File: config.mk
export PLATFORM = sky130hd
export DESIGN_NAME = xorshift_range_pair_generator_flat
export DESIGN_NICKNAME = d
export VERILOG_FILES = /design/src/sv/xrpg_pkg.sv /design/src/sv/xrpg_req_if.sv /design/src/sv/xrpg_rsp_if.sv /design/src/sv/xrpg_dp.sv /design/src/sv/xrpg_ctrl.sv /design/src/sv/xorshift_range_pair_generator.sv /design/src/flat_wrapper.sv
export VERILOG_INCLUDE_DIRS = /design/src /design/src/sv
export SDC_FILE = /design/constraint.sdc
export NUM_CORES = 1
export LEC_CHECK = 0
export BUFFER_PORTS_ARGS = -buffer_cell sky130_fd_sc_hd__buf_2
export CAP_MARGIN = 10
export CORE_ASPECT_RATIO = 0.7
export CORE_MARGIN = 2
export CORE_UTILIZATION = 62
export CTS_BUF_LIST = sky130_fd_sc_hd__clkbuf_2 sky130_fd_sc_hd__clkbuf_4 sky130_fd_sc_hd__clkbuf_8
export DETAILED_ROUTE_END_ITERATION = 6
export PLACE_DENSITY = 0.79
export SETUP_SLACK_MARGIN = 0.1
export SKIP_CTS_REPAIR_TIMING = 1
export SLEW_MARGIN = 15
export SYNTH_ARGS = -nofsm -noshare
export SYNTH_HDL_FRONTEND = slang
export SYNTH_SLANG_ARGS = --single-unit
File: constraint.sdc
create_clock -name clk -period 7.51 [get_ports clk]
set_input_delay 0 -clock clk [delete_from_list [all_inputs] [get_ports clk]]
set_output_delay 0 -clock clk [all_outputs]
set_load 0.1 [all_outputs]
File: src/sv/xorshift_range_pair_generator_assert.svh
// Assertion helpers used by the file that checks this block.
`ifndef XORSHIFT_RANGE_PAIR_GENERATOR_ASSERT_SVH
`define XORSHIFT_RANGE_PAIR_GENERATOR_ASSERT_SVH

// Same-cycle implication, disabled while reset is asserted.
`define XRPG_ASSERT_NOW(label, clk, rst_n, ante, cons) \
  label: assert property (@(posedge clk) disable iff (!rst_n) (ante) |-> (cons)) \
    else $error("xrpg check failed");

// Next-cycle implication, disabled while reset is asserted.
`define XRPG_ASSERT_NEXT(label, clk, rst_n, ante, cons) \
  label: assert property (@(posedge clk) disable iff (!rst_n) (ante) |=> (cons)) \
    else $error("xrpg check failed");

`endif

File: src/sv/xrpg_pkg.sv
package xrpg_pkg;

  localparam int VALUE_BITS = 32;
  localparam int WORD_BITS  = 64;
  localparam int REQ_TYPE_W = 2;

  localparam logic [WORD_BITS-1:0] RNG_SEED = 64'd88172645463325252;
  localparam int SHIFT_LEFT  = 7;
  localparam int SHIFT_RIGHT = 9;

  // One restoring step per dividend bit.
  localparam int DIV_STEPS = WORD_BITS;
  localparam int CNT_W     = $clog2(DIV_STEPS + 1);

  localparam logic [REQ_TYPE_W-1:0] REQ_RAW       = 2'd0;
  localparam logic [REQ_TYPE_W-1:0] REQ_SINGLE    = 2'd1;
  localparam logic [REQ_TYPE_W-1:0] REQ_ORDERED   = 2'd2;
  localparam logic [REQ_TYPE_W-1:0] REQ_UNORDERED = 2'd3;

  typedef struct packed {
    logic capture;
    logic step;
    logic div_start;
    logic div_second;
    logic save_a;
    logic save_b;
    logic load_out;
  } xrpg_cmd_t;

  typedef struct packed {
    logic [REQ_TYPE_W-1:0] kind;
    logic                  err;
    logic                  div_done;
    logic                  out_free;
  } xrpg_sts_t;

  function automatic logic [WORD_BITS-1:0] xs_next(input logic [WORD_BITS-1:0] s);
    logic [WORD_BITS-1:0] t;
    t = s ^ (s << SHIFT_LEFT);
    return t ^ (t >> SHIFT_RIGHT);
  endfunction

endpackage

File: src/sv/xrpg_req_if.sv
interface xrpg_req_if;
  import xrpg_pkg::*;

  logic                         valid;
  logic                         ready;
  logic [REQ_TYPE_W-1:0]        req_type;
  logic signed [VALUE_BITS-1:0] range_low;
  logic signed [VALUE_BITS-1:0] range_high;

  modport source (output valid, output req_type, output range_low, output range_high,
                  input ready);
  modport sink (input valid, input req_type, input range_low, input range_high,
                output ready);
endinterface

File: src/sv/xrpg_rsp_if.sv
interface xrpg_rsp_if;
  import xrpg_pkg::*;

  logic                         valid;
  logic                         ready;
  logic [WORD_BITS-1:0]         raw_word;
  logic signed [VALUE_BITS-1:0] first_value;
  logic signed [VALUE_BITS-1:0] second_value;
  logic                         status;

  modport source (output valid, output raw_word, output first_value, output second_value,
                  output status, input ready);
  modport sink (input valid, input raw_word, input first_value, input second_value,
                input status, output ready);
endinterface

File: src/sv/xrpg_dp.sv
module xrpg_dp (
  input  logic                                  clk,
  input  logic                                  rst_n,
  input  xrpg_pkg::xrpg_cmd_t                   cmd,
  output xrpg_pkg::xrpg_sts_t                   sts,
  input  logic [xrpg_pkg::REQ_TYPE_W-1:0]       req_type,
  input  logic signed [xrpg_pkg::VALUE_BITS-1:0] range_low,
  input  logic signed [xrpg_pkg::VALUE_BITS-1:0] range_high,
  output logic                                  out_valid,
  input  logic                                  out_ready,
  output logic [xrpg_pkg::WORD_BITS-1:0]        raw_word,
  output logic signed [xrpg_pkg::VALUE_BITS-1:0] first_value,
  output logic signed [xrpg_pkg::VALUE_BITS-1:0] second_value,
  output logic                                  status
);
  import xrpg_pkg::*;

  // Captured request.
  logic [REQ_TYPE_W-1:0]        kind_r;
  logic signed [VALUE_BITS-1:0] lo_r;
  logic signed [VALUE_BITS-1:0] hi_r;

  // Generator and working results.
  logic [WORD_BITS-1:0]  rng_r;
  logic [WORD_BITS-1:0]  word_nxt;
  logic [WORD_BITS-1:0]  raw_r;
  logic [VALUE_BITS-1:0] a_r;
  logic [VALUE_BITS-1:0] b_r;

  // Bit-serial remainder unit.
  logic [WORD_BITS-1:0]  dividend_r;
  logic [VALUE_BITS-1:0] divisor_r;
  logic [VALUE_BITS-1:0] rem_r;
  logic [VALUE_BITS-1:0] rem_nxt;
  logic [VALUE_BITS:0]   trial;
  logic [VALUE_BITS:0]   trial_diff;
  logic [CNT_W-1:0]      cnt_r;

  // Range checks.
  logic [VALUE_BITS:0]   span_ext;
  logic [VALUE_BITS-1:0] span;
  logic                  range_empty;
  logic                  err;
  logic [VALUE_BITS-1:0] draw_val;
  logic [VALUE_BITS-1:0] bump_val;

  // Output register.
  logic                  out_valid_r;
  logic [WORD_BITS-1:0]  out_raw_r;
  logic [VALUE_BITS-1:0] out_a_r;
  logic [VALUE_BITS-1:0] out_b_r;
  logic                  out_status_r;

  assign span_ext    = {hi_r[VALUE_BITS-1], hi_r} - {lo_r[VALUE_BITS-1], lo_r};
  assign span        = span_ext[VALUE_BITS-1:0];
  assign range_empty = (hi_r <= lo_r);
  always_comb begin
    err = 1'b0;
    if (kind_r == REQ_SINGLE) begin
      err = range_empty;
    end else if (kind_r != REQ_RAW) begin
      err = range_empty || (span_ext < (VALUE_BITS + 1)'(2));
    end
  end

  assign word_nxt = xs_next(rng_r);

  assign trial      = {rem_r, dividend_r[WORD_BITS-1]};
  assign trial_diff = trial - {1'b0, divisor_r};
  assign rem_nxt    = trial_diff[VALUE_BITS] ? trial[VALUE_BITS-1:0]
                                             : trial_diff[VALUE_BITS-1:0];

  assign draw_val = rem_r + lo_r;
  assign bump_val = draw_val + VALUE_BITS'(1);

  always_ff @(posedge clk) begin
    if (!rst_n) begin
      rng_r <= RNG_SEED;
      cnt_r <= '0;
    end else begin
      if (cmd.step) begin
        rng_r <= word_nxt;
      end
      if (cmd.div_start) begin
        cnt_r <= CNT_W'(DIV_STEPS);
      end else if (cnt_r != '0) begin
        cnt_r <= cnt_r - CNT_W'(1);
      end
    end
  end

  always_ff @(posedge clk) begin
    if (cmd.capture) begin
      kind_r <= req_type;
      lo_r   <= range_low;
      hi_r   <= range_high;
      raw_r  <= '0;
      a_r    <= '0;
      b_r    <= '0;
    end
    if (cmd.step) begin
      raw_r <= word_nxt;
    end
    if (cmd.div_start) begin
      dividend_r <= word_nxt;
      rem_r      <= '0;
      divisor_r  <= cmd.div_second ? (span - VALUE_BITS'(1)) : span;
    end else if (cnt_r != '0) begin
      dividend_r <= dividend_r << 1;
      rem_r      <= rem_nxt;
    end
    if (cmd.save_a) begin
      a_r <= draw_val;
    end
    if (cmd.save_b) begin
      if ($signed(draw_val) >= $signed(a_r)) begin
        b_r <= bump_val;
      end else if (kind_r == REQ_ORDERED) begin
        a_r <= draw_val;
        b_r <= a_r;
      end else begin
        b_r <= draw_val;
      end
    end
  end

  always_ff @(posedge clk) begin
    if (!rst_n) begin
      out_valid_r <= 1'b0;
    end else if (cmd.load_out) begin
      out_valid_r <= 1'b1;
    end else if (out_ready) begin
      out_valid_r <= 1'b0;
    end
  end

  always_ff @(posedge clk) begin
    if (cmd.load_out) begin
      out_raw_r    <= raw_r;
      out_a_r      <= a_r;
      out_b_r      <= b_r;
      out_status_r <= err;
    end
  end

  assign sts.kind     = kind_r;
  assign sts.err      = err;
  assign sts.div_done = (cnt_r == '0);
  assign sts.out_free = !out_valid_r || out_ready;

  assign out_valid    = out_valid_r;
  assign raw_word     = out_raw_r;
  assign first_value  = out_a_r;
  assign second_value = out_b_r;
  assign status       = out_status_r;

endmodule

File: src/sv/xrpg_ctrl.sv
module xrpg_ctrl (
  input  logic                clk,
  input  logic                rst_n,
  input  logic                in_valid,
  output logic                in_ready,
  input  xrpg_pkg::xrpg_sts_t sts,
  output xrpg_pkg::xrpg_cmd_t cmd
);
  import xrpg_pkg::*;

  localparam logic [2:0] S_IDLE  = 3'd0;
  localparam logic [2:0] S_START = 3'd1;
  localparam logic [2:0] S_DIV1  = 3'd2;
  localparam logic [2:0] S_DRAW2 = 3'd3;
  localparam logic [2:0] S_DIV2  = 3'd4;
  localparam logic [2:0] S_DONE  = 3'd5;

  logic [2:0] state_r;
  logic [2:0] state_nxt;

  always_ff @(posedge clk) begin
    if (!rst_n) begin
      state_r <= S_IDLE;
    end else begin
      state_r <= state_nxt;
    end
  end

  assign in_ready = (state_r == S_IDLE);

  always_comb begin
    state_nxt = state_r;
    cmd       = '0;
    case (state_r)
      S_IDLE: begin
        if (in_valid) begin
          cmd.capture = 1'b1;
          state_nxt   = S_START;
        end
      end
      S_START: begin
        if (sts.kind == REQ_RAW) begin
          cmd.step  = 1'b1;
          state_nxt = S_DONE;
        end else if (sts.err) begin
          state_nxt = S_DONE;
        end else begin
          cmd.step      = 1'b1;
          cmd.div_start = 1'b1;
          state_nxt     = S_DIV1;
        end
      end
      S_DIV1: begin
        if (sts.div_done) begin
          cmd.save_a = 1'b1;
          state_nxt  = (sts.kind == REQ_SINGLE) ? S_DONE : S_DRAW2;
        end
      end
      S_DRAW2: begin
        cmd.step       = 1'b1;
        cmd.div_start  = 1'b1;
        cmd.div_second = 1'b1;
        state_nxt      = S_DIV2;
      end
      S_DIV2: begin
        if (sts.div_done) begin
          cmd.save_b = 1'b1;
          state_nxt  = S_DONE;
        end
      end
      S_DONE: begin
        if (sts.out_free) begin
          cmd.load_out = 1'b1;
          state_nxt    = S_IDLE;
        end
      end
      default: begin
        state_nxt = S_IDLE;
      end
    endcase
  end

endmodule

File: src/sv/xorshift_range_pair_generator.sv
// Random range generator built on a 64-bit xorshift (shift left 7, then right 9), seeded
// at reset. Each request transfer carries a kind and a half-open range [low, high): kind 0
// returns one raw word, kind 1 one value in the range, kind 2 two distinct values in
// ascending order and kind 3 two distinct values in draw order; each request yields exactly
// one result transfer. A range too small for the request returns status 1 with all values
// zero and leaves the generator untouched. Requests are handled one at a time: a raw
// request only steps the generator, while a single draw or a pair runs one remainder pass
// per value drawn on the bit-serial remainder unit, which retires one dividend bit per cycle.
// A finished result sits in an output register, so a new request is accepted while the
// previous result still waits to be taken.
`include "xorshift_range_pair_generator_assert.svh"

module xorshift_range_pair_generator (
  input  logic        clk,
  input  logic        rst_n,
  xrpg_req_if.sink    in_req,
  xrpg_rsp_if.source  out_rsp
);
  import xrpg_pkg::*;

  // Command and status bundles between the controller and the datapath.
  xrpg_cmd_t cmd;
  xrpg_sts_t sts;

  // The controller sequences capture, generator steps, the remainder passes and the
  // hand-off to the output register.
  xrpg_ctrl u_ctrl (
    .clk      (clk),
    .rst_n    (rst_n),
    .in_valid (in_req.valid),
    .in_ready (in_req.ready),
    .sts      (sts),
    .cmd      (cmd)
  );

  // The datapath holds the generator state, the remainder unit and the result registers.
  xrpg_dp u_dp (
    .clk          (clk),
    .rst_n        (rst_n),
    .cmd          (cmd),
    .sts          (sts),
    .req_type     (in_req.req_type),
    .range_low    (in_req.range_low),
    .range_high   (in_req.range_high),
    .out_valid    (out_rsp.valid),
    .out_ready    (out_rsp.ready),
    .raw_word     (out_rsp.raw_word),
    .first_value  (out_rsp.first_value),
    .second_value (out_rsp.second_value),
    .status       (out_rsp.status)
  );

  // A pending result is never overwritten by the next one.
  `XRPG_ASSERT_NOW(a_no_overwrite, clk, rst_n, cmd.load_out, sts.out_free)
  // Only one request is in the block at a time.
  `XRPG_ASSERT_NEXT(a_one_at_a_time, clk, rst_n, in_req.valid && in_req.ready, !in_req.ready)
  // The generator only advances while the remainder unit is idle.
  `XRPG_ASSERT_NOW(a_step_when_idle, clk, rst_n, cmd.step, sts.div_done)
  // An error result carries all-zero values.
  `XRPG_ASSERT_NOW(a_err_zero, clk, rst_n, out_rsp.valid && out_rsp.status,
                   out_rsp.raw_word == '0 && out_rsp.first_value == '0 &&
                   out_rsp.second_value == '0)

endmodule
File: src/flat_wrapper.sv
// flat-port wrapper written by rule: the top's interface ports become plain ports
module xorshift_range_pair_generator_flat import xrpg_pkg::*;
  (clk, rst_n, in_req_valid, in_req_req_type, in_req_range_low, in_req_range_high, in_req_ready, out_rsp_valid, out_rsp_raw_word, out_rsp_first_value, out_rsp_second_value, out_rsp_status, out_rsp_ready);
  xrpg_req_if in_req_i ();
  xrpg_rsp_if out_rsp_i ();
  input  logic clk;
  input  logic rst_n;
  input wire logic [$bits(in_req_i.valid)-1:0] in_req_valid;
  input wire logic [$bits(in_req_i.req_type)-1:0] in_req_req_type;
  input wire logic [$bits(in_req_i.range_low)-1:0] in_req_range_low;
  input wire logic [$bits(in_req_i.range_high)-1:0] in_req_range_high;
  output wire logic [$bits(in_req_i.ready)-1:0] in_req_ready;
  output wire logic [$bits(out_rsp_i.valid)-1:0] out_rsp_valid;
  output wire logic [$bits(out_rsp_i.raw_word)-1:0] out_rsp_raw_word;
  output wire logic [$bits(out_rsp_i.first_value)-1:0] out_rsp_first_value;
  output wire logic [$bits(out_rsp_i.second_value)-1:0] out_rsp_second_value;
  output wire logic [$bits(out_rsp_i.status)-1:0] out_rsp_status;
  input wire logic [$bits(out_rsp_i.ready)-1:0] out_rsp_ready;
  assign in_req_i.valid = in_req_valid;
  assign in_req_i.req_type = in_req_req_type;
  assign in_req_i.range_low = in_req_range_low;
  assign in_req_i.range_high = in_req_range_high;
  assign in_req_ready = in_req_i.ready;
  assign out_rsp_valid = out_rsp_i.valid;
  assign out_rsp_raw_word = out_rsp_i.raw_word;
  assign out_rsp_first_value = out_rsp_i.first_value;
  assign out_rsp_second_value = out_rsp_i.second_value;
  assign out_rsp_status = out_rsp_i.status;
  assign out_rsp_i.ready = out_rsp_ready;
  xorshift_range_pair_generator u_core (.clk(clk), .rst_n(rst_n), .in_req(in_req_i), .out_rsp(out_rsp_i));
endmodule
==> metrics.md <==
| Metric | Value |
|---|---|
| Level count of the clock H-tree | `3` |
| Synthesized netlist net count | `2,966` |
| Vias post-DR | `22,200` |
| Setup repair after global routing missed its margin | `no` |
| Fmax achieved | `0.146 GHz` |
| Top cell types by occurrence after synthesis | `387 x edfxtp_1, 257 x nand2_1, 197 x nor2_1` |
| WS Path Type | `reg2reg` |
| Yosys top cell by area | `edfxtp_1` |
| Total count of max-transition violations in the final report | `0` |
| Layout Skew | `0.0596 ns` |
| Wire length of the first global-routing pass | `112,000 um` |
| Die Y | `184 um` |
| Ys Warns | `0` |
| Most frequent cell on the critical path | `inv_1` |
| Clock period minus worst slack | `6.85 ns` |
| Sequential fraction of the synthesis area | `50.1%` |
| Total of flip-flops plus latches after synthesis | `526` |
| Post-synthesis cell count | `2,763` |
| Layout Utilization | `72.3%` |
| Number of cells traversed by the worst register-to-register path | `25` |
| Number of antenna violations at the first check in global routing | `3` |
| Post-DRT Antenna Nets | `0` |
| Post-CTS clock slew at the launch and capture registers of the worst setup and hold paths | `0.06 ns` |
| Top cell type's share of synthesized area | `40.4%` |
| Maximum clock path buffer count | `3` |
| Slew headroom | `25.7%` |
| Endpoint type of the worst setup path | `flop` |
| Final Hold Fails | `0` |
| Violation count after the first detailed-routing iteration | `2,683` |
| Share of async-settable or async-resettable flops after synthesis | `0%` |
| Standard cell with the maximum stage delay on the critical path | `a2111oi_0` |
| Initial core utilization | `63.3%` |
| Placer Congestion | `0.925` |
| Standard-cell rows | `65` |
| Total clock buffers created by CTS | `82` |
| Number of placed cells counting well taps | `3,463` |
| Number of synthesized flops with an enable pin | `387` |
| Horizontal die dimension | `261 um` |
| Reg2Reg Capture Point | `u_core.u_dp.b_r[15]` |
| FILL cells | `3,241` |
| Number of unique standard cell types used by synthesis | `95` |
| Sink Count | `526` |
| Commonest register cell after synthesis | `edfxtp_1` |
| Clock tree from TritonCTS | `yes` |
| Routed wire length | `74,000 um` |
| Area of the die | `48,200 um^2` |
| Transition time of the tightest slew-check pin | `1.11 ns` |
| Critical Path AT | `7.29 ns` |
| Max-cap violation count | `0` |
| Setup-violating endpoint count in the final report | `0` |
| Type of the worst min-delay path | `in2reg` |
| CP Launch Point | `u_core.u_dp.lo_r[0]` |
| Total global routing overflow | `0` |
| Final cell count without fillers | `3,703` |
| First-pass DRT Iterations | `7` |
| DRC Markers | `10` |
| Critical path destination | `u_core.u_dp.b_r[15]` |
| Syn Area/Cell | `10.4 um^2` |
| Area of the mapped netlist | `28,800 um^2` |
| Maximum number of pins on one net before global-route repair | `125` |
| Maximum fanout along the worst path | `20` |
| Final cycle utilization of the critical path | `91.2%` |
| Relative area change from synthesis to final layout | `14.2%` |
| Worst endpoint required time | `7.95 ns` |
| Area of the core region | `45,500 um^2` |
| Net count of the finished layout | `3,235` |
| Startpoint type of the worst setup path | `flop` |
| Outcome | `finished with violations` |
| # IOs | `201` |
| Average wire per standard cell | `20.0 um` |
| Fraction of final layout cells sized beyond drive strength 1 | `15.5%` |
| Cell types with the largest area share after synthesis | `edfxtp_1 40%, dfxtp_1 9.7%, ha_1 5.7%, xnor2_1 4.2%, nand2_1 3.4%` |
| Via count of the first global-routing pass | `20,100` |
| Combined global-route utilization of all metal layers | `29.9%` |
| Minimum setup slack among reg-to-reg paths | `0.66 ns` |
| Violations in the final reports | `design-rule violations` |
| Min-delay src | `in_req_range_low[1]` |
| Vias per inst | `6.00` |
| DP Wirelength | `53,200 um` |
| Root buffer selected by CTS | `clkbuf_8` |
| Start of the worst register-to-register path | `u_core.u_dp.lo_r[0]` |
| Delay contributed by the slowest stage of the critical path | `0.46 ns` |
| Later-pin clock latency in the skew report | `0.72 ns` |
| Most frequently used cell type in the post-synthesis netlist | `edfxtp_1` |
| Post-Route Setup TNS | `0 ns` |
| I/O Buffers | `200` |
==> logic make-up after synthesis <==
logic type	Yosys count	synth area share (%)
flip-flops	526	50.1
buffers and inverters	291	4.24
AND/OR/NAND/NOR	814	13.8
XOR/XNOR	249	7.61
adder cells (fa/ha/maj)	133	5.86
AO/OA/AOI/OAI	654	14.6
multiplexers	96	3.81
==> how the worst min path moves through the flow <==
stage                           end  slack, ns  cells after the start
6_report        u_core.u_dp.lo_r[1]      0.009                      2
5_1_grt         u_core.u_dp.lo_r[3]      0.003                      2
4_1_cts         u_core.u_dp.lo_r[1]      -0.57                      1
3_5_place_dp   u_core.u_dp.lo_r[24]       0.18                      1
3_3_place_gp   u_core.u_dp.hi_r[23]       0.18                      1
2_1_floorplan   u_core.u_dp.hi_r[0]        0.1                      0
==> flip-flops by register name (all words and copies together) (netlist names) <==
register and flops:
u_core.u_dp.first_value 32, u_core.u_dp.out_valid 1, u_core.u_dp.kind_r 2, u_core.u_dp.divisor_r 32
u_core.u_dp.raw_r 64, u_core.u_dp.a_r 32, u_core.u_dp.rem_r 32, u_core.u_dp.hi_r 32
u_core.u_dp.raw_word 64, u_core.u_dp.lo_r 32, u_core.u_dp.cnt_r 7, u_core.u_dp.second_value 32
u_core.u_dp.rng_r 64, u_core.u_dp.dividend_r 64, u_core.u_ctrl.state_r 3, u_core.u_dp.b_r 32
u_core.u_dp.status 1
==> cells in the final DEF (no fill, tap or decap), types with 68 or more instances in the layout <==
master,n
nand2_1,254
dlygate4sd3_1,87
dfxtp_1,139
clkbuf_8,89
inv_1,164
buf_2,199
xor2_1,109
nor2_1,197
xnor2_1,139
o21ai_0,184
a21oi_1,176
nand2b_1,68
ha_1,130
edfxtp_1,387
==> stage by stage <==
step	worst slack, ns	area, um^2	hold WS [ns]
6_report	0.660	32900	0.00878
3_3_place_gp	1.18	30200	0.176
4_1_cts	0.723	32000	-0.568
2_1_floorplan	1.78	28800	0.0989
3_5_place_dp	0.755	30200	0.178
5_1_grt	0.220	32900	0.00309
==> layer usage <==
layer / share of wire, % / track usage [%]
met4: 2.1 / 7.45
met2: 41 / 40.3
met5: 0.014 / 0
met1: 47 / 47.6
met3: 11 / 7.48
==> critical path, delay by kind of cell, from the launching register on <==
kind | cells | cell delay, ns
compound gates | 9 | 2.58
simple gates | 8 | 1.73
buf+inv | 4 | 0.79
fa+ha+maj | 3 | 0.76
flops | 1 | 0.41
xor+xnor | 1 | 0.32
==> cell type report <==
cell class              count  area (um^2)  share of cell area [%]
clock inverters            25          289                   0.880
inverters                 166          623                    1.90
multi-input cells        1946        13200                    40.2
well taps                 603          754                    2.30
diodes                      1         2.50                 0.00762
flip-flops and latches    526        14400                    43.8
repair buffers            310         2080                    6.33
clock buffers             126         1500                    4.57
Power is not shown: default switching activity piles up to over one toggle a cycle in this logic, so the estimate is an artifact.
